<file path="config.mk">
export PLATFORM = sky130hd
export DESIGN_NAME = egsa_sat_add
export DESIGN_NICKNAME = d
export VERILOG_FILES = /design/src/rtl/egsa_pkg.sv /design/src/rtl/egsa_sat_add.sv
export SDC_FILE = /design/constraint.sdc
export NUM_CORES = 1
export LEC_CHECK = 0
export ABC_CLOCK_PERIOD_IN_PS = 2850
export BUFFER_PORTS_ARGS = -buffer_cell sky130_fd_sc_hd__buf_2
export CAP_MARGIN = 10
export CORE_MARGIN = 3
export CORE_UTILIZATION = 46
export DETAILED_ROUTE_END_ITERATION = 16
export PLACE_DENSITY = 0.82
export SLEW_MARGIN = 10
export SYNTH_ARGS = -nofsm -noshare
export SYNTH_HDL_FRONTEND = slang
export SYNTH_SLANG_ARGS = --single-unit
</file>
<file path="constraint.sdc">
create_clock -name vclk -period 2.85
set_input_delay 0.4275 -clock vclk [all_inputs]
set_output_delay 0.4275 -clock vclk [all_outputs]
set_load 0.02 [all_outputs]
</file>
<file path="src/rtl/egsa_pkg.sv">
// ============================================================================
// egsa_pkg
// Shared constants, codes and types of the embedding gradient scatter-add core.
// ============================================================================
package egsa_pkg;

  localparam int unsigned MAX_ROWS    = 256;
  localparam int unsigned MAX_COLS    = 64;
  localparam int unsigned STORE_DEPTH = MAX_ROWS * MAX_COLS;
  localparam int unsigned ADDR_W      = $clog2(STORE_DEPTH);
  localparam int unsigned DATA_W      = 32;
  localparam int unsigned TAG_W       = 4;
  localparam int unsigned WORD_W      = DATA_W + TAG_W;

  localparam int unsigned NUM_ROWS_W  = 9;
  localparam int unsigned ROW_WIDTH_W = 7;
  localparam int unsigned CFG_IDX_W   = 8;
  localparam int unsigned CFG_DATA_W  = 9;

  localparam logic [NUM_ROWS_W-1:0]  NUM_ROWS_RST  = NUM_ROWS_W'(256);
  localparam logic [ROW_WIDTH_W-1:0] ROW_WIDTH_RST = ROW_WIDTH_W'(64);

  localparam logic [CFG_IDX_W-1:0] CFG_NUM_ROWS  = CFG_IDX_W'(0);
  localparam logic [CFG_IDX_W-1:0] CFG_ROW_WIDTH = CFG_IDX_W'(1);

  localparam logic [1:0] OP_ACCUMULATE = 2'd0;
  localparam logic [1:0] OP_READ       = 2'd1;
  localparam logic [1:0] OP_CLEAR      = 2'd2;

  localparam logic [1:0] ST_OK        = 2'd0;
  localparam logic [1:0] ST_BAD_ROW   = 2'd1;
  localparam logic [1:0] ST_BAD_COL   = 2'd2;
  localparam logic [1:0] ST_SATURATED = 2'd3;

  // epoch tags: stale is what the sweep writes, live epochs run first..last
  localparam logic [TAG_W-1:0] EPOCH_STALE = TAG_W'(0);
  localparam logic [TAG_W-1:0] EPOCH_FIRST = TAG_W'(1);
  localparam logic [TAG_W-1:0] EPOCH_LAST  = {TAG_W{1'b1}};

  typedef struct packed {
    logic              access;   // accumulate or read on a good entry
    logic              acc;      // operation is accumulate
    logic              clear;    // operation is clear
    logic [1:0]        status;
    logic [ADDR_W-1:0] addr;
  } egsa_dec_t;

endpackage

</file>
<file path="src/rtl/egsa_sat_add.sv">
// ============================================================================
// egsa_sat_add
// Signed Q16.16 adder with saturation to the 32-bit range.
// ============================================================================
module egsa_sat_add
  import egsa_pkg::*;
(
  input  logic [DATA_W-1:0] a_i,
  input  logic [DATA_W-1:0] b_i,
  output logic [DATA_W-1:0] sum_o,
  output logic              sat_o
);

  logic [DATA_W:0] wide;

  assign wide  = {a_i[DATA_W-1], a_i} + {b_i[DATA_W-1], b_i};
  assign sat_o = wide[DATA_W] ^ wide[DATA_W-1];

  always_comb begin
    if (!sat_o) begin
      sum_o = wide[DATA_W-1:0];
    end else if (wide[DATA_W]) begin
      sum_o = {1'b1, {(DATA_W-1){1'b0}}};
    end else begin
      sum_o = {1'b0, {(DATA_W-1){1'b1}}};
    end
  end

endmodule

</file>
==> results of run 1 <==
-- logic make-up after synthesis --
kind of cell,Yosys count,synth area share
xor+xnor,27,0.1110
simple gates,71,0.1627
mux,1,0.01058
compound gates,136,0.4642
fa+ha+maj,34,0.2021
buf+inv,18,0.04935
-- what timing repair did --
item | in CTS
pin swaps | 8
resized for setup | 54
setup buffers | 5
setup endpoints to repair | 33
hold buffers | 0
-- layer usage --
metal / track usage / GRT overflow
met5: 0 / 0
met1: 0.5845 / 0
met2: 0.8278 / 1
met4: 0.5734 / 0
met3: 0.2959 / 0
-- per-stage QoR --
stage	worst slack, ps	setup TNS [ps]	area, um^2
after global placement	-523.0	-15960	3787
after detailed placement	-595.3	-18030	3787
after CTS	-505.8	-14880	4064
after floorplan	-99.12	-2175	2472
==> results.cfg, run 1 <==
[yosys]
synth_common_cells = a21o_1 (44), ha_1 (32), a21oi_1 (30)
synthesis.nets = 384
syn_inst = 287
synth_most_common_cell = a21o_1
syn-cell-area_um2 = 2130
ys_types = 57
ys_warn_count = 0
synth_area_per_cell_um2 = 7.420
yosys.area.top_type_share = 0.1880
yosysSeqAreaShare = 0
synthTopCellsByArea = ha_1 (19%), a21o_1 (16%), a21oi_1 (7.1%), xnor2_1 (6.6%), xor2_1 (4.5%)
yosysTopAreaCell = ha_1

[outcome]
failing_step = global routing (5_1_grt)
outcome = did not finish
error = [ERROR GRT-0232] Routing congestion too high. Check the congestion heatmap in the GUI.

[sta]
grt_worst_setup_endpoint = sum_o[2]
worst-ep-kind = output port

[global_route]
grt_max_degree = 15
grt_usage = 0.5748
grt.overflow.total = 1

[floorplanning]
num_rows = 24
fp.dieH_um = 74.04
initial_utilization = 0.4824
io_pins = 97
die_w_um = 74.04

[place]
dp_hpwl_um = 7217
gp_congestion = 0.9013
dp.cells = 531
portBuffers = 97
==> run 2, diff against run 1 <==
Settings changed: ABC_CLOCK_PERIOD_IN_PS 2850 to 3700, CORE_UTILIZATION 46 to 40, PLACE_DENSITY 0.82 to not set, PLACE_DENSITY_LB_ADDON set to 0.15.
Clock period 2.85 ns to 3.7 ns, I/O delays scaled along.
==> results.cfg, run 2 <==
[yosys]
syn_inst = 287
yosys.area.top_type_share = 0.1880
syn-cell-area_um2 = 2130
ys_types = 57
yosysSeqAreaShare = 0
ys_warn_count = 0
synth_most_common_cell = a21o_1
synthesis.nets = 384
synth_area_per_cell_um2 = 7.420
yosysTopAreaCell = ha_1
synthTopCellsByArea = ha_1 (19%), a21o_1 (16%), a21oi_1 (7.1%), xnor2_1 (6.6%), xor2_1 (4.5%)
synth_common_cells = a21o_1 (44), ha_1 (32), a21oi_1 (30)

[place]
dpl_cell_area_um2 = 3004
dp.cells = 490
gp_congestion = 0.8867
portBuffers = 97
dp_hpwl_um = 5494

[worst_setup_path]
endpoint_kind = output port
crit_required_ps = 3140
path_max_fanout = 14
crit_path_start_kind = input pin
crit_type = input pin to output port
cp.arrival_ps = 3080

[routing]
vias = 2611
drtIter0Drc = 115
routedWlPerCell_um = 12.92
dr_wl_met2_um = 3013
met1_length_um = 3059
ant_nets = 0
viasPerCell = 5.285
drc = 0
drtPass1Iterations = 4
routed_wl_um = 6382
routed.top_layer = met4
wl_met3_um = 277

[finish]
seq_cells = 0
mostFrequentLayoutCells = buf_2 (93), buf_4 (50), a21o_1 (44)
fin_util = 0.6258
fillers = 485
fin_nets = 526
multi_input_area_um2 = 2051
stdcell_count = 494
diodes = 0
drive_above_1_share = 0.4052
final_common_cell = buf_2
seqCellArea_um2 = 0
stdcell_area_um2 = 3093
area_growth_pct = 45.24
clockBufferCount = 0

[global_route]
grt.overflow.total = 0
antenna_found_initial = 0
grt_usage = 0.2003
grt_max_degree = 15
grt_pass1_wl_um = 10830
grt_pass1_vias = 2497

[pwr]
p_leak_nw = 1.624
p_clk_frac = 0
p_comb_frac = 1.000
power_density_nw_per_um2 = 268.5
fin_total_pwr_uw = 830.5
p_switching_uw = 449.0
p_seq_frac = 0
p_int_uw = 381.5
ir_drop_mv = 0.2104
netSwitchingFraction = 0.5407

[flow_run]
drv_cap = 0

[floorplanning]
die_w_um = 78.97
num_rows = 25
dieArea_um2 = 6235
io_pins = 97
core_um2 = 4942
fp.dieH_um = 78.97
initial_utilization = 0.4309

[sta]
min_period_ps = 3632
finalHoldViolCount = 0
rsz0062_at_grt = yes
tightest_slew_ps = 354.8
holdWs_ps = 1580
setup_viol = 0
slew_headroom = 0.7573
maxSlewViolCount = 0
finalCritPeriodShare = 0.9815
timing.fmax_mhz = 275.4

[outcome]
outcome = finished clean

[hold_path]
hold_path_class = input pin to output port

[clock_tree]
ctsHoldBuffers = 0
run 2: cell counts after synthesis:
Identical to the previous run, type by type.
run 2: critical path, stage by stage:
cell and delay (ps):
buf_2 110, ha_4 170, fa_2 360, a211oi_2 230, o21ai_2 120, o211ai_1 230, a21o_1 180, a21o_1 120
and3_4 200, nor2_4 40, inv_2 90, a311oi_4 50, buf_6 150, buf_12 140, a31o_1 180, buf_2 150
run 2: timing repair:
| action | CTS | global route |
|---|---|---|
| setup buffers | 1 | 12 |
| endpoints found under the setup margin | 31 | 30 |
| resized for setup | 3 | 13 |
| pin swaps | 3 | 5 |
| gates cloned | 0 | 0 |
run 2: cell families after synthesis:
family / count (synthesis) / synth area share
AO/OA/AOI/OAI: 136 / 0.4642
AND/OR/NAND/NOR: 71 / 0.1627
adder cells (fa/ha/maj): 34 / 0.2021
XOR/XNOR: 27 / 0.1110
buffers and inverters: 18 / 0.04935
multiplexers: 1 / 0.01058
run 2: per-stage QoR:
| stage | setup slack (ps) | TNS [ps] |
|---|---|---|
| floorplan | 261.8 | 0 |
| global placement | -73.71 | -1189 |
| detailed placement | -150.3 | -3325 |
| CTS | 16.34 | 0 |
| global route | -89.95 | -1781 |
| finish | 68.27 | 0 |
run 2: worst paths after layout:
check,start,to,cells past startpoint
min,b_i[0],sum_o[0],4
max,a_i[0],sum_o[29],16
run 2: final cells by class:
type	count	area share
inverters	8	0.009709
well taps	67	0.02710
repair buffers	150	0.3002
multi-input cells	269	0.6630
run 2: power groups by stage:
stage | registers [mW] | logic [mW] | clock network (mW)
global placement | 0 | 0.787 | 0
global route | 0 | 0.904 | 0
detailed placement | 0 | 0.793 | 0
CTS | 0 | 0.805 | 0
finish | 0 | 0.831 | 0
floorplan | 0 | 0.531 | 0
run 2: layer usage:
layer	GRT usage	vias up
met5	0	-
met4	0.01031	0
met3	0.001134	4
met2	0.3519	70
met1	0.2877	1162
li1	-	1375
Note: power is estimated with default switching activity, not from simulation.
