[src/rtl/egsa_pkg.sv]
// ============================================================================
// egsa_pkg
// Shared constants, codes and types of the embedding gradient scatter-add core.
// ============================================================================
package egsa_pkg;

  localparam int unsigned MAX_ROWS    = 256;
  localparam int unsigned MAX_COLS    = 64;
  localparam int unsigned STORE_DEPTH = MAX_ROWS * MAX_COLS;
  localparam int unsigned ADDR_W      = $clog2(STORE_DEPTH);
  localparam int unsigned DATA_W      = 32;
  localparam int unsigned TAG_W       = 4;
  localparam int unsigned WORD_W      = DATA_W + TAG_W;

  localparam int unsigned NUM_ROWS_W  = 9;
  localparam int unsigned ROW_WIDTH_W = 7;
  localparam int unsigned CFG_IDX_W   = 8;
  localparam int unsigned CFG_DATA_W  = 9;

  localparam logic [NUM_ROWS_W-1:0]  NUM_ROWS_RST  = NUM_ROWS_W'(256);
  localparam logic [ROW_WIDTH_W-1:0] ROW_WIDTH_RST = ROW_WIDTH_W'(64);

  localparam logic [CFG_IDX_W-1:0] CFG_NUM_ROWS  = CFG_IDX_W'(0);
  localparam logic [CFG_IDX_W-1:0] CFG_ROW_WIDTH = CFG_IDX_W'(1);

  localparam logic [1:0] OP_ACCUMULATE = 2'd0;
  localparam logic [1:0] OP_READ       = 2'd1;
  localparam logic [1:0] OP_CLEAR      = 2'd2;

  localparam logic [1:0] ST_OK        = 2'd0;
  localparam logic [1:0] ST_BAD_ROW   = 2'd1;
  localparam logic [1:0] ST_BAD_COL   = 2'd2;
  localparam logic [1:0] ST_SATURATED = 2'd3;

  // epoch tags: stale is what the sweep writes, live epochs run first..last
  localparam logic [TAG_W-1:0] EPOCH_STALE = TAG_W'(0);
  localparam logic [TAG_W-1:0] EPOCH_FIRST = TAG_W'(1);
  localparam logic [TAG_W-1:0] EPOCH_LAST  = {TAG_W{1'b1}};

  typedef struct packed {
    logic              access;   // accumulate or read on a good entry
    logic              acc;      // operation is accumulate
    logic              clear;    // operation is clear
    logic [1:0]        status;
    logic [ADDR_W-1:0] addr;
  } egsa_dec_t;

endpackage

[src/rtl/egsa_decode.sv]
// ============================================================================
// egsa_decode
// Operation decode, row and column range checks and table address.
// ============================================================================
module egsa_decode
  import egsa_pkg::*;
(
  input  logic [1:0]             operation_i,
  input  logic [31:0]            row_index_i,
  input  logic [5:0]             column_i,
  input  logic [NUM_ROWS_W-1:0]  num_rows_i,
  input  logic [ROW_WIDTH_W-1:0] row_width_i,
  output egsa_dec_t              dec_o
);

  logic [31:0] rows_cfg;
  logic [31:0] rows_lim;
  logic [31:0] cols_cfg;
  logic [31:0] cols_lim;
  logic        row_bad;
  logic        col_bad;
  logic        is_access_op;

  assign rows_cfg = 32'(num_rows_i);
  assign rows_lim = (rows_cfg < 32'(MAX_ROWS)) ? rows_cfg : 32'(MAX_ROWS);
  assign cols_cfg = 32'(row_width_i);
  assign cols_lim = (cols_cfg < 32'(MAX_COLS)) ? cols_cfg : 32'(MAX_COLS);

  assign row_bad = row_index_i[31] || (row_index_i >= rows_lim);
  assign col_bad = (32'(column_i) >= cols_lim);

  always_comb begin
    dec_o        = '0;
    is_access_op = 1'b0;
    case (operation_i)
      OP_ACCUMULATE: begin
        is_access_op = 1'b1;
        dec_o.acc    = 1'b1;
      end
      OP_READ: begin
        is_access_op = 1'b1;
      end
      OP_CLEAR: begin
        dec_o.clear = 1'b1;
      end
      default: begin
        is_access_op = 1'b0;
      end
    endcase
    dec_o.addr = ADDR_W'(row_index_i * 32'(MAX_COLS) + 32'(column_i));
    if (is_access_op) begin
      if (row_bad) begin
        dec_o.status = ST_BAD_ROW;
      end else if (col_bad) begin
        dec_o.status = ST_BAD_COL;
      end else begin
        dec_o.access = 1'b1;
      end
    end
  end

endmodule

[config.mk]
export PLATFORM = sky130hd
export DESIGN_NAME = egsa_decode
export DESIGN_NICKNAME = d
export VERILOG_FILES = /design/src/rtl/egsa_pkg.sv /design/src/rtl/egsa_decode.sv
export SDC_FILE = /design/constraint.sdc
export NUM_CORES = 1
export LEC_CHECK = 0
export ABC_AREA = 1
export BUFFER_PORTS_ARGS = -buffer_cell sky130_fd_sc_hd__buf_2
export CAP_MARGIN = 20
export CORE_MARGIN = 5
export CORE_UTILIZATION = 32
export DETAILED_ROUTE_END_ITERATION = 12
export GPL_TIMING_DRIVEN = 0
export PLACE_DENSITY = 0.8
export SYNTH_ARGS = -nofsm -noshare
export SYNTH_HDL_FRONTEND = slang
export SYNTH_SLANG_ARGS = --single-unit
[constraint.sdc]
create_clock -name vclk -period 1
set_input_delay 0.05 -clock vclk [all_inputs]
set_output_delay 0.05 -clock vclk [all_outputs]
set_load 0.02 [all_outputs]
==> Word level (Yosys, flattened, before mapping) <==
Cells that the tools add are included.
{ "totals": {"regBits": 0, "output_inout_bits": 19} }
{ "classes": {"add_sub_neg": 1, "n_lt_le_gt_ge": 4, "eq_ne": 2, "mux": 11, "n_reduce_logical": 3} }
{ "ops": {"columns": ["cell", "count"], "rows": [
  ["32-bit by 9-bit >= comparator with 1-bit output", 1],
  ["14-bit by 6-bit adder with 14-bit output", 1],
  ["9-bit < comparator, second input constant", 1],
  ["9-bit two-way mux", 1],
  ["6-bit by 7-bit >= comparator with 1-bit output", 1],
  ["7-bit < comparator, second input constant", 1],
  ["7-bit two-way mux", 1],
  ["1-bit two-way mux", 6],
  ["2-bit two-way mux", 3],
  ["2-bit by 1-bit == test with 1-bit output, second input constant", 1],
  ["2-bit == test, second input constant", 1],
  ["2-bit zero test", 1],
  ["2-bit OR reduction", 1],
  ["1-bit logical OR", 1]
]} }

==> Logic depth before layout (Yosys ltp) <==
{ "depth": {"ltp_word": 6, "ltp_mapped": 13, "mapped_depth_nobuf": 13} }

==> Worst setup path before layout <==
No wires, ideal clock.
{ "synth_path": {"path_kind": "in2out", "from": "input num_rows_i[8]", "to": "output dec_o[14] (netlist bit)", "arrival_time_ps": 1195, "path_slack_ps": -245, "path_stages": 11, "cell_sequence": "inv_2 nand2_1 ha_1 nand2_1 nor2_1 nor2_1 nand2_1 nand2_1 nand2_1 nand2_1 a21oi_1"} }
{ "synth_lines": {"columns": ["element", "line", "text"], "rows": [
  ["start: declaration", "egsa_decode.sv:11", "input logic [NUM_ROWS_W-1:0] num_rows_i,"],
  ["end: declaration", "egsa_decode.sv:13", "output egsa_dec_t dec_o"]
]} }

==> flow_summary.yaml <==
outcome:
  failed_checks: "setup timing"
  status: "finished with violations"
critical_path:
  crit_path_end_kind: "primary output"
  crit_fanout: 6
  cp.buffers_inverters: 3
  critPathMostFrequentCell: "nand2_2"
  crit_slowest_cell: "ha_4"
  cp.arrival_ns: 1.29
  cp-start-kind: "input pin"
  critPathTopFamily: "simple AND/OR/NAND/NOR gates"
  cp_cell_sequence: "buf_4 > inv_6 > nand2_2 > ha_4 > nand2_1 > nor2_2 > nand4_1 > nand3_1 > nand2_2 > nor2_4 > buf_6"
  path_class: "in -> out"
  crit_required_ns: 0.95
  crit_path_max_incr_delay_ns: 0.26
cells_and_area:
  final_nets: 266
  seqCellArea_um2: 0
  fill_cells: 183
  finalNonFillerCells: 220
  area.growth.synth_to_final_pct: 101
  nClkBuffers: 0
  final_util: 0.674
  numSequentialCells: 0
  diodes: 0
  drive_above_1_share: 0.632
place:
  place_congestion: 0.736
  dp_hpwl_um: 1950
  post-place-ws_ns: -0.529
  io_buffers: 75
  dp.cells: 219
timing:
  finalCriticalPeriod_ns: 1.34
  hold_violations: 0
  fmax_mhz: 744
  setup_viol: 3
  drv_slew: 0
  timing.slew.headroom: 0.767
  finalSetupTns_ns: -0.971
  worst_pin_slew_ns: 0.345
  setup_ws_ns: -0.344
  rsz0062_at_grt: "true"
  post-route-period-util: 1.34
logic_synthesis:
  syn_avg_cell_area_um2: 5.64
  synthCells: 117
  syn_nets: 188
  yosysSeqAreaShare: 0
  synth_cell_types: 14
  netlist_area_um2: 659
  yosysWarnings: 0
route:
  drtAntennaViolNets: 0
  drt_iter0_drc: 11
  vias: 1002
  vias_per_cell: 4.55
  drc_errors: 0
  wl_per_cell_um: 10.0
  firstDrtPassIters: 4
  wl_um: 2210
grt:
  grt_pass1_wl_um: 3560
  gr-total-overflow: 0
  grt_pass1_vias: 950
  grt_antenna_before_repair: 0
  grt_max_degree: 9
  grt_usage: 0.131
die:
  initial_core_util: 0.336
  rows: 16
  die-area_um2: 3070
  ios: 75
  core_um2: 1960
  die_w_um: 55.4
  die_h_um: 55.4
hold_path:
  min_path_type: "in -> out"
power_and_ir_drop:
  ir_drop_mv: 0.253
  p_total_mw: 0.543
  p_per_area_nw_per_um2: 411
  leakage_nw: 0.726
job:
  maxCapViolCount: 0
-- layout by cell type, fill, tap and decap left out, drive strengths merged --
master	count
o21a	1
nand4	3
a21oi	5
inv	12
nand3	3
buf	90
ha	15
o21ai	1
nor2	25
nand2	37
nor4b	1
-- routing by layer --
layer	track usage	routed length, um	share of wire
met3	0.0466	261	0.12
met1	0.125	730	0.33
met4	0	0	0
met2	0.277	1220	0.55
met5	0	0	0
-- synthesized netlist by cell type --
master    n  area, um^2
buf_4    14         105
nand2_1  36         135
o21ai_1   1        5.00
ha_1     15         188
inv_2     2        7.51
a21oi_1   5        25.0
nor2_2    2        12.5
nand3_1   3        15.0
nand2_2   1        6.26
inv_1    10        37.5
nor4b_1   1        8.76
nor2_1   23        86.3
o21a_2    1        8.76
nand4_1   3        18.8
-- area by class of cell --
class	count	area, um^2	area share
multi-input combinational	91	698	0.528
timing repair buffer	76	419	0.317
buffer	14	105	0.0795
inverter	12	66.3	0.0501
tap	27	33.8	0.0255
-- final timing paths --
path	startpoint	to	slack [ns]	cells past startpoint
min	operation_i[0]	dec_o[16]	0.37	3
max	row_width_i[6]	dec_o[15]	-0.34	11
-- logic make-up after synthesis --
logic type | Yosys count | share of synthesized area
compound gates | 7 | 0.0588
fa+ha+maj | 15 | 0.285
simple gates | 69 | 0.429
buf+inv | 26 | 0.228
-- timing repair --
| action | CTS | global route |
|---|---|---|
| resized for setup | 31 | 2 |
| pin swaps | 19 | 3 |
| setup buffers | 1 | 0 |
| hold buffers | 0 | 0 |
| setup endpoints to repair | 3 | 3 |
-- power by group --
group | internal (mW) | total [mW] | switching, mW
registers | 0 | 0 | 0
clock network | 0 | 0 | 0
logic | 0.277 | 0.543 | 0.266
total | 0.277 | 0.543 | 0.266
-- through the flow --
| stage | hold WS [ns] | instance area (um^2) |
|---|---|---|
| 2_1_floorplan | 0.127 | 744 |
| 3_3_place_gp | 0.365 | 1150 |
| 3_5_place_dp | 0.367 | 1150 |
| 4_1_cts | 0.368 | 1320 |
| 5_1_grt | 0.389 | 1320 |
| 6_report | 0.368 | 1320 |
No activity file was read; power rests on OpenSTA's default activity.
